`src/design/lint_pkg.sv`:
```
// ----------------------------------------------------------------------------
// lint_pkg
// Shared words and constants of the 2D line intersection pipeline.
// ----------------------------------------------------------------------------
package lint_pkg;

  // Quotient bits resolved by the divider cells; a quotient at or above
  // 2**QBITS always saturates the coordinate.
  localparam int QBITS = 19;
  localparam int DENW  = 35;
  localparam int NUMW  = 52;
  localparam int THRW  = 34;
  localparam int CMPW  = NUMW + 2;

  localparam logic signed [15:0] Q_MAX = 16'sh7FFF;
  localparam logic signed [15:0] Q_MIN = -16'sh8000;

  typedef struct packed {
    logic signed [15:0] a1_x;
    logic signed [15:0] a1_y;
    logic signed [15:0] a2_x;
    logic signed [15:0] a2_y;
    logic signed [15:0] b1_x;
    logic signed [15:0] b1_y;
    logic signed [15:0] b2_x;
    logic signed [15:0] b2_y;
  } in_word_t;

  typedef struct packed {
    logic               hit;
    logic signed [15:0] cross_x;
    logic signed [15:0] cross_y;
    logic               clipped;
  } out_word_t;

  // Word handed from cell to cell through the divider chain
  typedef struct packed {
    logic               hit;
    logic signed [15:0] a1_x;
    logic signed [15:0] a1_y;
    logic               neg_x;
    logic               neg_y;
    logic               ovf_x;
    logic               ovf_y;
    logic [DENW-1:0]    den;
    logic [NUMW-1:0]    rem_x;
    logic [NUMW-1:0]    rem_y;
    logic [QBITS-1:0]   q_x;
    logic [QBITS-1:0]   q_y;
  } div_word_t;

endpackage

```
`src/design/lint_out.sv`:
```
// ----------------------------------------------------------------------------
// lint_out
// Sign the quotients, add the start point, saturate and hold the result.
// ----------------------------------------------------------------------------
module lint_out import lint_pkg::*; (
  input  logic      clk,
  input  logic      rst_n,
  input  logic      up_valid,
  output logic      up_ready,
  input  div_word_t up_word,
  output logic      dn_valid,
  input  logic      dn_ready,
  output out_word_t dn_word
);

  logic               v_r;
  out_word_t          w_r;
  out_word_t          w_nxt;
  logic signed [20:0] qs_x, qs_y, sum_x, sum_y;
  logic signed [15:0] px, py;
  logic               clp_x, clp_y;

  assign up_ready = !v_r || dn_ready;

  assign qs_x  = up_word.neg_x ? -$signed(21'(up_word.q_x)) : $signed(21'(up_word.q_x));
  assign qs_y  = up_word.neg_y ? -$signed(21'(up_word.q_y)) : $signed(21'(up_word.q_y));
  assign sum_x = 21'(up_word.a1_x) + qs_x;
  assign sum_y = 21'(up_word.a1_y) + qs_y;

  // Saturate x, large quotients go straight to the rail
  always_comb begin
    clp_x = 1'b1;
    if (up_word.ovf_x)                px = up_word.neg_x ? Q_MIN : Q_MAX;
    else if (sum_x > 21'(Q_MAX))      px = Q_MAX;
    else if (sum_x < 21'(Q_MIN))      px = Q_MIN;
    else begin
      px    = sum_x[15:0];
      clp_x = 1'b0;
    end
  end

  // Saturate y
  always_comb begin
    clp_y = 1'b1;
    if (up_word.ovf_y)                py = up_word.neg_y ? Q_MIN : Q_MAX;
    else if (sum_y > 21'(Q_MAX))      py = Q_MAX;
    else if (sum_y < 21'(Q_MIN))      py = Q_MIN;
    else begin
      py    = sum_y[15:0];
      clp_y = 1'b0;
    end
  end

  // Zero the result for parallel lines
  always_comb begin
    w_nxt = '0;
    if (up_word.hit) begin
      w_nxt.hit     = 1'b1;
      w_nxt.cross_x = px;
      w_nxt.cross_y = py;
      w_nxt.clipped = clp_x || clp_y;
    end
  end

  always_ff @(posedge clk) begin
    if (!rst_n) begin
      v_r <= 1'b0;
    end else if (up_ready) begin
      v_r <= up_valid;
    end
  end

  always_ff @(posedge clk) begin
    if (up_ready) begin
      w_r <= w_nxt;
    end
  end

  assign dn_valid = v_r;
  assign dn_word  = w_r;

endmodule

```
`config.mk`:
```
export PLATFORM = sky130hd
export DESIGN_NAME = lint_out
export DESIGN_NICKNAME = d
export VERILOG_FILES = /design/src/design/lint_pkg.sv /design/src/design/lint_out.sv
export SDC_FILE = /design/constraint.sdc
export NUM_CORES = 1
export LEC_CHECK = 0
export ABC_CLOCK_PERIOD_IN_PS = 6900
export BUFFER_PORTS_ARGS = -buffer_cell sky130_fd_sc_hd__buf_2
export CAP_MARGIN = 0
export CORE_ASPECT_RATIO = 1.25
export CORE_UTILIZATION = 32
export CTS_BUF_LIST = sky130_fd_sc_hd__clkbuf_8
export DETAILED_ROUTE_END_ITERATION = 10
export PLACE_DENSITY = 0.68
export RECOVER_POWER = 100
export SYNTH_ARGS = -nofsm -noshare
export SYNTH_HDL_FRONTEND = slang
export SYNTH_SLANG_ARGS = --single-unit
export TNS_END_PERCENT = 100
```
`constraint.sdc`:
```
create_clock -name clk -period 6.9 [get_ports clk]
set_input_delay 0.69 -clock clk [delete_from_list [all_inputs] [get_ports clk]]
set_output_delay 0.69 -clock clk [all_outputs]
set_load 0.03 [all_outputs]
```
==> results of run 1 <==
[cell usage in the layout, fill, tap and decap left out, types with 3 or more instances in the layout]
| cell | synthesis | routed |
|---|---|---|
| a21o_1 | 18 | 18 |
| a31oi_1 | 5 | 6 |
| a221oi_1 | 3 | 3 |
| edfxtp_1 | 34 | 34 |
| a211oi_1 | 17 | 17 |
| o21a_1 | 22 | 22 |
| nand2_1 | 38 | 38 |
| nand2b_1 | 6 | 6 |
| ha_1 | 52 | 52 |
| a21oi_1 | 54 | 55 |
| xnor2_1 | 54 | 55 |
| o21ai_1 | 11 | 11 |
| and2_1 | 5 | 5 |
| and3_1 | 8 | 8 |
| buf_2 | 3 | 75 |
| or4_1 | 5 | 5 |
| nor4_1 | 2 | 3 |
| a211o_1 | 3 | 3 |
| o211ai_1 | 5 | 5 |
| clkbuf_8 | 0 | 5 |
| nand4_1 | 12 | 12 |
| xor2_1 | 10 | 10 |
| or3_1 | 6 | 6 |
| mux2i_1 | 3 | 3 |
| o21bai_1 | 4 | 4 |
| nor2b_1 | 6 | 6 |
| o21ai_0 | 32 | 32 |
| nand3_1 | 7 | 7 |
| o41ai_1 | 4 | 4 |
| nor2_1 | 20 | 20 |
| nor3_1 | 6 | 6 |
| clkbuf_1 | 13 | 40 |
| inv_1 | 20 | 20 |
| o31ai_1 | 10 | 10 |
[area by class of cell]
class                      instances  area [um^2]  share of cell area, %
multi-input combinational        473         3450                   63.1
sequential                        35         1040                   19.0
timing repair buffer             117          541                   9.88
tap                              178          223                   4.07
inverter                          21         78.8                   1.44
clock buffer                       5         68.8                   1.26
clock inverter                     3         67.6                   1.24
[synth_stat cells (all sizes together), types with 5 or more instances]
cell,n,area [um^2]
a211oi,18,140
a21o,18,135
a21oi,56,288
a31oi,6,52.6
and2,6,37.5
and3,8,50.1
buf,6,41.3
clkbuf,13,48.8
edfxtp,34,1020
ha,52,651
inv,20,75.1
nand2,38,143
nand2b,7,51.3
nand3,7,35.0
nand4,12,75.1
nor2,20,75.1
nor2b,6,37.5
nor3,6,30.0
o211ai,5,37.5
o21a,22,165
o21ai,44,231
o31ai,11,87.6
or2,5,31.3
or3,6,37.5
or4,7,60.1
xnor2,56,517
xor2,10,87.6
[sequential cells by signal (all words and copies together), names as in the netlist]
name	flops
dn_word	34
dn_valid	1
[how the worst min path moves through the flow]
stage	start	slack [ns]	endpoint
4_1_cts	up_valid	0.63	dn_valid$_SDFFE_PN0P_
3_5_place_dp	up_valid	0.95	dn_valid$_SDFFE_PN0P_
5_1_grt	rst_n	0.64	dn_valid$_SDFFE_PN0P_
3_3_place_gp	up_valid	0.94	dn_valid$_SDFFE_PN0P_
2_1_floorplan	up_word[213]	0.79	dn_word[33]$_DFFE_PP_
6_report	up_valid	0.64	dn_valid$_SDFFE_PN0P_
[power breakdown]
| part | internal [mW] | switching, mW |
|---|---|---|
| Clock | 0.144 | 0.0787 |
| Combinational | 0.214 | 0.344 |
| Sequential | 0.272 | 0.0109 |
[per-layer routing]
layer / GRT usage [%] / wire length, um / up-vias
li1: - / - / 2288
met1: 19.1 / 5280 / 1977
met2: 25.8 / 5440 / 113
met3: 0.836 / 418 / 12
met4: 6.07 / 251 / 0
met5: 0 / 0 / -
[through the flow]
step                instances  hold slack [ns]
global route              832            0.644
finish                    832            0.638
detailed placement        824            0.947
floorplan                 548            0.789
CTS                       832            0.626
global placement          824            0.938
[worst max-delay path, stage by stage]
cell	delay (ns)
clkbuf_1	0.12
nor3_1	0.30
nand3_1	0.13
or2_0	0.29
or4_1	0.52
or4_1	0.47
o31ai_1	0.26
xnor2_1	0.20
ha_1	0.32
a21oi_1	0.22
o21bai_1	0.08
a221o_1	0.35
a31oi_1	0.18
xnor2_1	0.46
o31ai_2	1.01
o21a_1	0.25
[cells by family after synthesis]
kind of cell,after synthesis,share of synthesized area (%)
compound gates,211,30.0
simple gates,139,16.1
xor+xnor,66,12.8
fa+ha+maj,54,14.7
buf+inv,40,3.59
flops,35,22.1
mux,3,0.638
==> run_results.csv, run 1 <==
group,metric,value,unit
run_status,status,"finished, violations left",
run_status,violations,"max-capacitance violations, max-slew violations",
floorplanning,ios,254,
critical_path,ff2ff_setup_slack,4.59,ns
global_routing,grt-ovfl-total,0,
critical_path,worstPathRequired,7.05,ns
routing,firstDrtPassIters,5,
power,irDropWorstVdd,66.3,uV
floorplanning,dieArea,15200,um^2
global_routing,grt_use_total,14.8,%
min_path,min_path_type,"in2reg",
floorplanning,initial_core_util,32.8,%
placed_design,gp_congestion,0.832,
clocking,clk_pin_slew,0.08,ns
power,static-leakage-power,2.25,nW
critical_path,worstSetupPathType,"in2reg",
critical_path,cp-startpoint,"up_word[21]",
clocking,ctsResizeCount,0,
global_routing,antenna_found_initial,0,
placed_design,detailedPlace.worstSlack,1.27,ns
sta,fin_crit,5.72,ns
sta,fin_crit_sh,82.8,%
logic_synthesis,synthCells,548,
logic_synthesis,synth_seq_cells,35,
critical_path,end_kind,"register",
critical_path,timing.rr.start,"dn_valid$_SDFFE_PN0P_",
clocking,insertion_delay,0.29,ns
clocking,root_buffer,"clkbuf_8",
floorplanning,die_h,138,um
clocking,post_cts_buffers,0,
layout,drive_above_1_share,14.8,%
sta,worst_pin_slew,1.84,ns
routing,drc,0,
critical_path,regToRegEndpoint,"dn_valid$_SDFFE_PN0P_",
clocking,clock-sinks,35,
logic_synthesis,synth_top_flop_cell,"edfxtp_1",
clocking,clockBufferDepth,2,
logic_synthesis,async_flop_share,0,%
logic_synthesis,synth.distinct_cells,69,
sta,setup_viol,0,
layout,fillCellCount,1524,
sta,fin_ws,1.18,ns
logic_synthesis,syn-num-nets,820,
sta,clock_skew,0.00695,ns
layout,nNetsFinal,925,
routing,drt_iter0_drc,228,
layout,fin_util,38.1,%
logic_synthesis,seq_area_frac_synth,22.1,%
clocking,cts_hold_buf,0,
critical_path,crit_path_end,"dn_word[19]$_SDFFCE_PN0P_",
critical_path,worst-r2r-cell-count,3,
sta,fmax,0.175,GHz
clocking,cts_max_level,2,
clocking,cts_tree,"built",
placed_design,placed_area,5430,um^2
layout,n_antenna_cell,0,
clocking,numCtsBuffers,5,
global_routing,grt_max_degree,36,
critical_path,crit_fanout,19,
global_routing,grt_pass1_vias,4058,
routing,avgViaCountPerCell,5.28,
routing,wl_per_cell,13.7,um
run,cap_violations,2,
sta,slew_headroom,-22.6,%
global_routing,grt_pass1_wl,18700,um
placed_design,dp_hpwl,9240,um
sta,slew_viol_final,37,
routing,num_vias,4390,
routing,wl,11400,um
routing,ant_nets,0,
logic_synthesis,yosys_warnings,0,
sta,fin_tns_setup,0,ns
critical_path,cp.arrival,5.87,ns
sta,finalHoldViolCount,0,
critical_path,cp-start-kind,"input port",
logic_synthesis,synth-edff-count,34,
min_path,min_delay_path_depth,3,
floorplanning,core.rowCount,49,
power,power_density,194,nW/um^2
placed_design,port_buffers,114,
sta,rsz0062_at_grt,"false",
power,total_power,1.06,mW
floorplanning,core,14300,um^2
logic_synthesis,syn-cell-area,4700,um^2
floorplanning,die_x,110,um
layout,postLayoutCellArea,5470,um^2
logic_synthesis,avgSynthCellArea,8.58,um^2
layout,area.growth.synth_to_final,16.3,%
Power figures use the tool's default switching activity.
==> run 2, diff against run 1 <==
- ABC_AREA: not set -> 1
- ABC_CLOCK_PERIOD_IN_PS: 6900 -> 5950
- PLACE_DENSITY: 0.68 -> 0.65
- clock period: 6.9 -> 5.95 ns (I/O delays scaled with it)
==> run 2 against run 1 <==
Net effect: the flow still finishes with violations (max-capacitance violations, max-slew violations); global-route usage rose by 2.1 points; final area rose by 17%; clock-buffer cell count did not move; worst hold slack got worse by 0.10 ns; largest power group unchanged; critical path type unchanged.
==> run_results.csv, run 2 <==
group,metric,value,unit
critical_path,crit_path_end,"dn_word[30]$_SDFFCE_PN0P_",
power,static-leakage-power,3.36,nW
logic_synthesis,synth_top_flop_cell,"edfxtp_1",
global_routing,grt_pass1_vias,5681,
critical_path,regToRegEndpoint,"dn_word[13]$_SDFFCE_PN0P_",
layout,area.growth.synth_to_final,12.3,%
sta,worst_pin_slew,1.97,ns
sta,rsz0062_at_grt,"false",
clocking,cts_tree,"built",
placed_design,port_buffers,114,
floorplanning,die_h,151,um
power,total_power,1.28,mW
critical_path,worstPathRequired,5.98,ns
logic_synthesis,synth_top_family_by_area,"simple AND/OR/NAND/NOR gates",
logic_synthesis,synthMuxAreaShare,0,%
placed_design,dp_hpwl,12900,um
routing,wl,15000,um
critical_path,timing.rr.start,"dn_valid$_SDFFE_PN0P_",
critical_path,cp.arrival,4.64,ns
global_routing,grt-ovfl-total,0,
global_routing,grt_most_used_layer,"met2",
sta,fin_crit_sh,77.4,%
logic_synthesis,async_flop_share,0,%
logic_synthesis,synth-simple-area-share,40.6,%
clocking,ctsResizeCount,0,
layout,largest_reg_flops,34,
logic_synthesis,synth_compound_area_share,7.77,%
sta,setup_viol,0,
logic_synthesis,synthTopCellsByCount,"265 x nand2_1, 134 x inv_1, 78 x nor2_1",
power,power_density,199,nW/um^2
global_routing,antenna_found_initial,0,
sta,slew_headroom,-31.3,%
logic_synthesis,syn-num-nets,1150,
power,irDropWorstVdd,87.1,uV
critical_path,cp-start-kind,"input port",
logic_synthesis,synth_top_cell_area_share,17.9,%
min_path,min_path_type,"in2reg",
run_status,violations,"max-capacitance violations, max-slew violations",
global_routing,use_met1,17.1,%
routing,wl_per_cell,12.4,um
global_routing,grtUsageMet3,1.13,%
clocking,clk_pin_slew,0.08,ns
clocking,clockBufferDepth,2,
floorplanning,ios,254,
routing,ant_nets,0,
floorplanning,dieArea,18400,um^2
layout,n_antenna_cell,0,
layout,drive_above_1_share,16.5,%
sta,clock_skew,0.0124,ns
logic_synthesis,synth_most_common_cell,"nand2_1",
routing,drc,0,
logic_synthesis,synthAdderAreaFrac,12.1,%
clocking,cts_hold_buf,0,
floorplanning,die_x,122,um
logic_synthesis,synth-edff-count,34,
layout,final_cell_mix,"267 x nand2_1, 134 x inv_1, 87 x nor2_1, 77 x buf_2, 52 x ha_1",
routing,firstDrtPassIters,5,
clocking,cts_max_level,2,
run_status,status,"finished, violations left",
routing,num_vias,5691,
global_routing,grt_use_total,16.9,%
routing,avgViaCountPerCell,4.69,
placed_design,gp_congestion,0.866,
clocking,post_cts_buffers,0,
sta,fin_tns_setup,0,ns
clocking,numCtsBuffers,5,
logic_synthesis,yosys_warnings,0,
sta,fin_crit,4.60,ns
logic_synthesis,synth_seq_cells,35,
floorplanning,initial_core_util,32.7,%
logic_synthesis,seq_area_frac_synth,18.2,%
floorplanning,core,17500,um^2
global_routing,use_met2,34.5,%
layout,nNetsFinal,1262,
min_path,hold_start,"up_valid",
critical_path,cp-startpoint,"up_word[19]",
logic_synthesis,avgSynthCellArea,6.51,um^2
layout,fin_util,36.7,%
routing,drt_iter0_drc,250,
critical_path,end_kind,"register",
logic_synthesis,synth.largest_area_cell,"edfxtp_1",
critical_path,crit_fanout,15,
logic_synthesis,synth.distinct_cells,43,
floorplanning,core.rowCount,54,
critical_path,worstSetupPathType,"in2reg",
clocking,insertion_delay,0.30,ns
clocking,clock-sinks,35,
clocking,root_buffer,"clkbuf_8",
logic_synthesis,synthCells,878,
sta,finalHoldViolCount,0,
critical_path,worst-r2r-cell-count,2,
sta,slew_viol_final,36,
sta,fmax,0.217,GHz
global_routing,grt_pass1_wl,24600,um
layout,final_common_cell,"nand2_1",
logic_synthesis,synth.area.top_cells,"edfxtp_1 18%, nand2_1 17%, ha_1 11%",
global_routing,grt_max_degree,36,
critical_path,ff2ff_setup_slack,3.59,ns
run,cap_violations,1,
logic_synthesis,syn-cell-area,5710,um^2
logic_synthesis,synth_xor_area_share,9.63,%
-- run 2: changes by cell type after synthesis, moves of 15 or more --
| cell | change |
|---|---|
| nand2_1 | +227 |
| inv_1 | +114 |
| nor2_1 | +58 |
| nand3_1 | +31 |
| xnor2_1 | -28 |
| nor2_2 | +26 |
| xor2_1 | +25 |
| o21a_1 | -22 |
| a21o_1 | -18 |
| a21oi_1 | -18 |
| o21ai_0 | -18 |
| nand2_2 | +17 |
| a211oi_1 | -15 |
-- run 2: report_power, final --
part	switching (mW)	leakage [nW]	internal (mW)
clock	0.0955	0.0440	0.0802
sequential	0.0102	0.383	0.313
combinational	0.516	2.93	0.261
-- run 2: cell type report --
class	instances	area (um^2)
fillers	1999	11100
repair buffers	116	536
clock buffers	5	68.8
inverters	145	544
flip-flops and latches	35	1040
multi-input cells	687	3930
clock inverters	2	13.8
well taps	224	280
-- run 2: kinds of logic (layout without fill, tap and decap cells) --
logic type      count (synthesis)  after routing
compound gates                 75             75
xor+xnor                       62             62
buf+inv                       156            268
simple gates                  496            496
flops                          35             35
fa+ha+maj                      54             54
-- run 2: through the flow --
stage / cell area [um^2] / std cells / setup WS (ns) / hold slack (ns)
floorplan: 5710 / 878 / 2.06 / 0.694
global placement: 6460 / 1207 / 1.19 / 0.825
detailed placement: 6460 / 1207 / 1.12 / 0.825
CTS: 6540 / 1214 / 1.44 / 0.502
global route: 6420 / 1214 / 1.03 / 0.526
finish: 6420 / 1214 / 1.35 / 0.536
-- run 2: worst min-delay path by stage --
stage,cells past startpoint,slack [ns],end
2_1_floorplan,0,0.69,dn_word[33]$_DFFE_PP_
3_3_place_gp,1,0.83,dn_word[33]$_DFFE_PP_
3_5_place_dp,1,0.82,dn_word[33]$_DFFE_PP_
4_1_cts,1,0.50,dn_word[33]$_DFFE_PP_
5_1_grt,2,0.53,dn_valid$_SDFFE_PN0P_
6_report,3,0.54,dn_valid$_SDFFE_PN0P_
-- run 2: critical path, cell delays in order --
cell	delay (ns)
buf_2	0.12
inv_1	0.05
ha_1	0.13
inv_1	0.05
nor3_1	0.43
nand2_1	0.14
inv_1	0.09
nand2_1	0.08
or4_1	0.44
o21ai_0	0.29
xnor2_1	0.11
ha_1	0.36
nand2_1	0.09
inv_1	0.08
nand2_1	0.08
nor2_1	0.21
nand4_1	0.25
nand3_1	0.18
nand2_1	0.06
nand2_1	0.06
nor2_1	0.04
nand2_1	0.05
nand2_1	0.09
nand2_4	0.29
nor2_1	0.08
nor2_1	0.12
nor2_1	0.06
-- run 2: layer usage --
metal | up-vias | wire length (um)
met4 | 0 | 523
met5 | - | 0
li1 | 2982 | -
met2 | 137 | 7910
met3 | 31 | 467
met1 | 2541 | 6120
==> run 3, diff against run 2 <==
- ABC_CLOCK_PERIOD_IN_PS: 5950 -> 4000
- PLACE_DENSITY: 0.65 -> 0.67
- clock period: 5.95 -> 4 ns (I/O delays scaled with it)
==> run 3 against run 2 <==
Net effect: the run now ends clean; worst setup slack got worse by 1.2 ns; clock power rose by 97%; cell count rose by 3.9%; critical path depth rose by 3; die area did not move; power rose by 68%; global-route usage barely moved; clock skew fell by 0.00071 ns; final area rose by 11%; first-iteration DRC count rose by 0.80%; largest cell class unchanged.
==> run_results.csv, run 3 (synthesis gave the netlist of run 2 again) <==
group,metric,value,unit
clocking,clk_pin_slew,0.08,ns
clocking,root_buffer,"clkbuf_8",
power,static-leakage-power,3.66,nW
sta,slew_viol_final,0,
placed_design,port_buffers,114,
floorplanning,die_h,151,um
layout,fillCellCount,1844,
sta,clock_skew,0.0117,ns
placed_design,dp_hpwl,13100,um
sta,fmax,0.262,GHz
sta,finalHoldViolCount,0,
placed_design,gp_congestion,0.880,
global_routing,grt-ovfl-total,0,
layout,drive_above_1_share,25.9,%
layout,final-seq-area,1040,um^2
layout,multi_input_area,4200,um^2
floorplanning,ios,254,
sta,worst_pin_slew,1.26,ns
layout,final_cells,1261,
floorplanning,dieArea,18400,um^2
clocking,insertion_delay,0.31,ns
power,sw_frac_of_total,46.9,%
run_status,status,"finished clean",
power,power_density,301,nW/um^2
routing,wl,15800,um
sta,rsz0062_at_grt,"true",
global_routing,grt_pass1_vias,5569,
clocking,clockBufferDepth,2,
routing,avgViaCountPerCell,4.65,
clocking,clock-sinks,35,
global_routing,grt_use_total,16.9,%
power,clkPwrFrac,16.2,%
layout,nNetsFinal,1308,
global_routing,grt_pass1_wl,24400,um
sta,fin_crit_sh,95.5,%
critical_path,critPathSlowestCell,"or4_4",
global_routing,grt_max_degree,30,
min_path,min_path_type,"in2reg",
clocking,cts_tree,"built",
sta,fin_tns_setup,0,ns
critical_path,cp-start-kind,"input port",
clocking,cts_hold_buf,0,
floorplanning,core,17500,um^2
routing,num_vias,5865,
critical_path,worstSetupPathType,"in2reg",
routing,drt_iter0_drc,252,
routing,firstDrtPassIters,4,
critical_path,slowest_delay,0.54,ns
power,p_sw,1.00,mW
floorplanning,initial_core_util,32.7,%
critical_path,timing.rr.start,"dn_valid$_SDFFE_PN0P_",
layout,largest_reg_flops,34,
sta,slew_headroom,15.5,%
layout,final_common_cell,"nand2_1",
power,irDropWorstVdd,135,uV
run,cap_violations,0,
floorplanning,core.rowCount,54,
power,p_int,1.14,mW
floorplanning,die_x,122,um
clocking,numCtsBuffers,5,
layout,n_antenna_cell,0,
critical_path,end_kind,"register",
critical_path,cp-startpoint,"up_word[20]",
routing,drc,0,
sta,fin_crit,3.82,ns
min_path,hold_start,"up_word[213]",
global_routing,antenna_found_initial,1,
power,pwr-share-comb,61.3,%
critical_path,worstPathRequired,4.05,ns
critical_path,crit_fanout,6,
routing,wl_per_cell,12.5,um
placed_design,dp_cells,1246,
layout,area.growth.synth_to_final,24.2,%
clocking,cts_max_level,2,
sta,setup_viol,0,
power,sequentialPowerShare,22.5,%
layout,final_cell_mix,"256 x nand2_1, 129 x inv_1, 77 x buf_2, 71 x nor2_1, 51 x ha_1",
routing,ant_nets,0,
critical_path,cp.arrival,3.87,ns
run 3: cell count changes in the layout (fill, tap and decap cells not counted), sizes merged:
| cell | change |
|---|---|
| buf | +45 |
| bufinv | +1 |
| nand2 | +1 |
run 3: layout make-up:
| type | instances | area share [%] |
|---|---|---|
| Multi-Input combinational cell | 688 | 59.2 |
| Sequential cell | 35 | 14.7 |
| Timing Repair Buffer | 161 | 12.9 |
| Inverter | 145 | 7.67 |
| Tap cell | 224 | 3.95 |
| Clock buffer | 5 | 0.970 |
| Clock inverter | 3 | 0.617 |
run 3: per-layer routing:
metal  track usage (%)  routed length (um)  share of wire, %
met1              17.5                6240                40
met2              34.6                8450                54
met3              1.28                 602               3.8
met4              6.30                 461               2.9
met5                 0                   0                 0
run 3: timing repair:
item                       in CTS  in global routing
gates resized for setup         0                 49
hold endpoints to repair        0                  0
setup endpoints to repair       0                 31
buffers inserted                0                  6
run 3: power groups by stage:
stage	sequential (mW)	combinational [mW]	clock, mW
final	0.481	1.31	0.346
after global routing	0.486	1.45	0.367
after CTS	0.480	1.28	0.358
after detailed placement	0.488	1.27	0
after global placement	0.489	1.26	0
after floorplan	0.594	0.834	0
run 3: worst paths after layout:
path | end | slack, ns | depth (start not counted)
worst max-delay path | dn_word[18]$_SDFFCE_PN0P_ | 0.18 | 30
worst min-delay path | dn_word[33]$_DFFE_PP_ | 0.31 | 1
worst max register to register | dn_word[33]$_DFFE_PP_ | 2.00 | 2
worst min register to register | dn_word[15]$_SDFFCE_PN0P_ | 1.44 | 1
run 3: metrics by stage:
stage	utilization, %	hold slack, ns	setup slack (ns)	instance area, um^2	power [mW]
after floorplan	-	0.499	0.303	5710	1.43
after global placement	38.8	0.593	-0.169	6790	1.75
after detailed placement	38.8	0.604	-0.207	6790	1.76
after CTS	39.4	0.280	0.117	6900	2.12
after global routing	40.5	0.331	-0.0721	7090	2.30
final	40.5	0.308	0.182	7090	2.14
run 3: worst max-delay path, delay by kind of cell:
family / cells / cell delay, ns
buffers and inverters: 8 / 0.80
xor gates and xnor gates: 1 / 0.06
adders and majority gates: 2 / 0.50
AOI/OAI and AO/OA: 1 / 0.18
and+or+nand+nor: 18 / 1.88
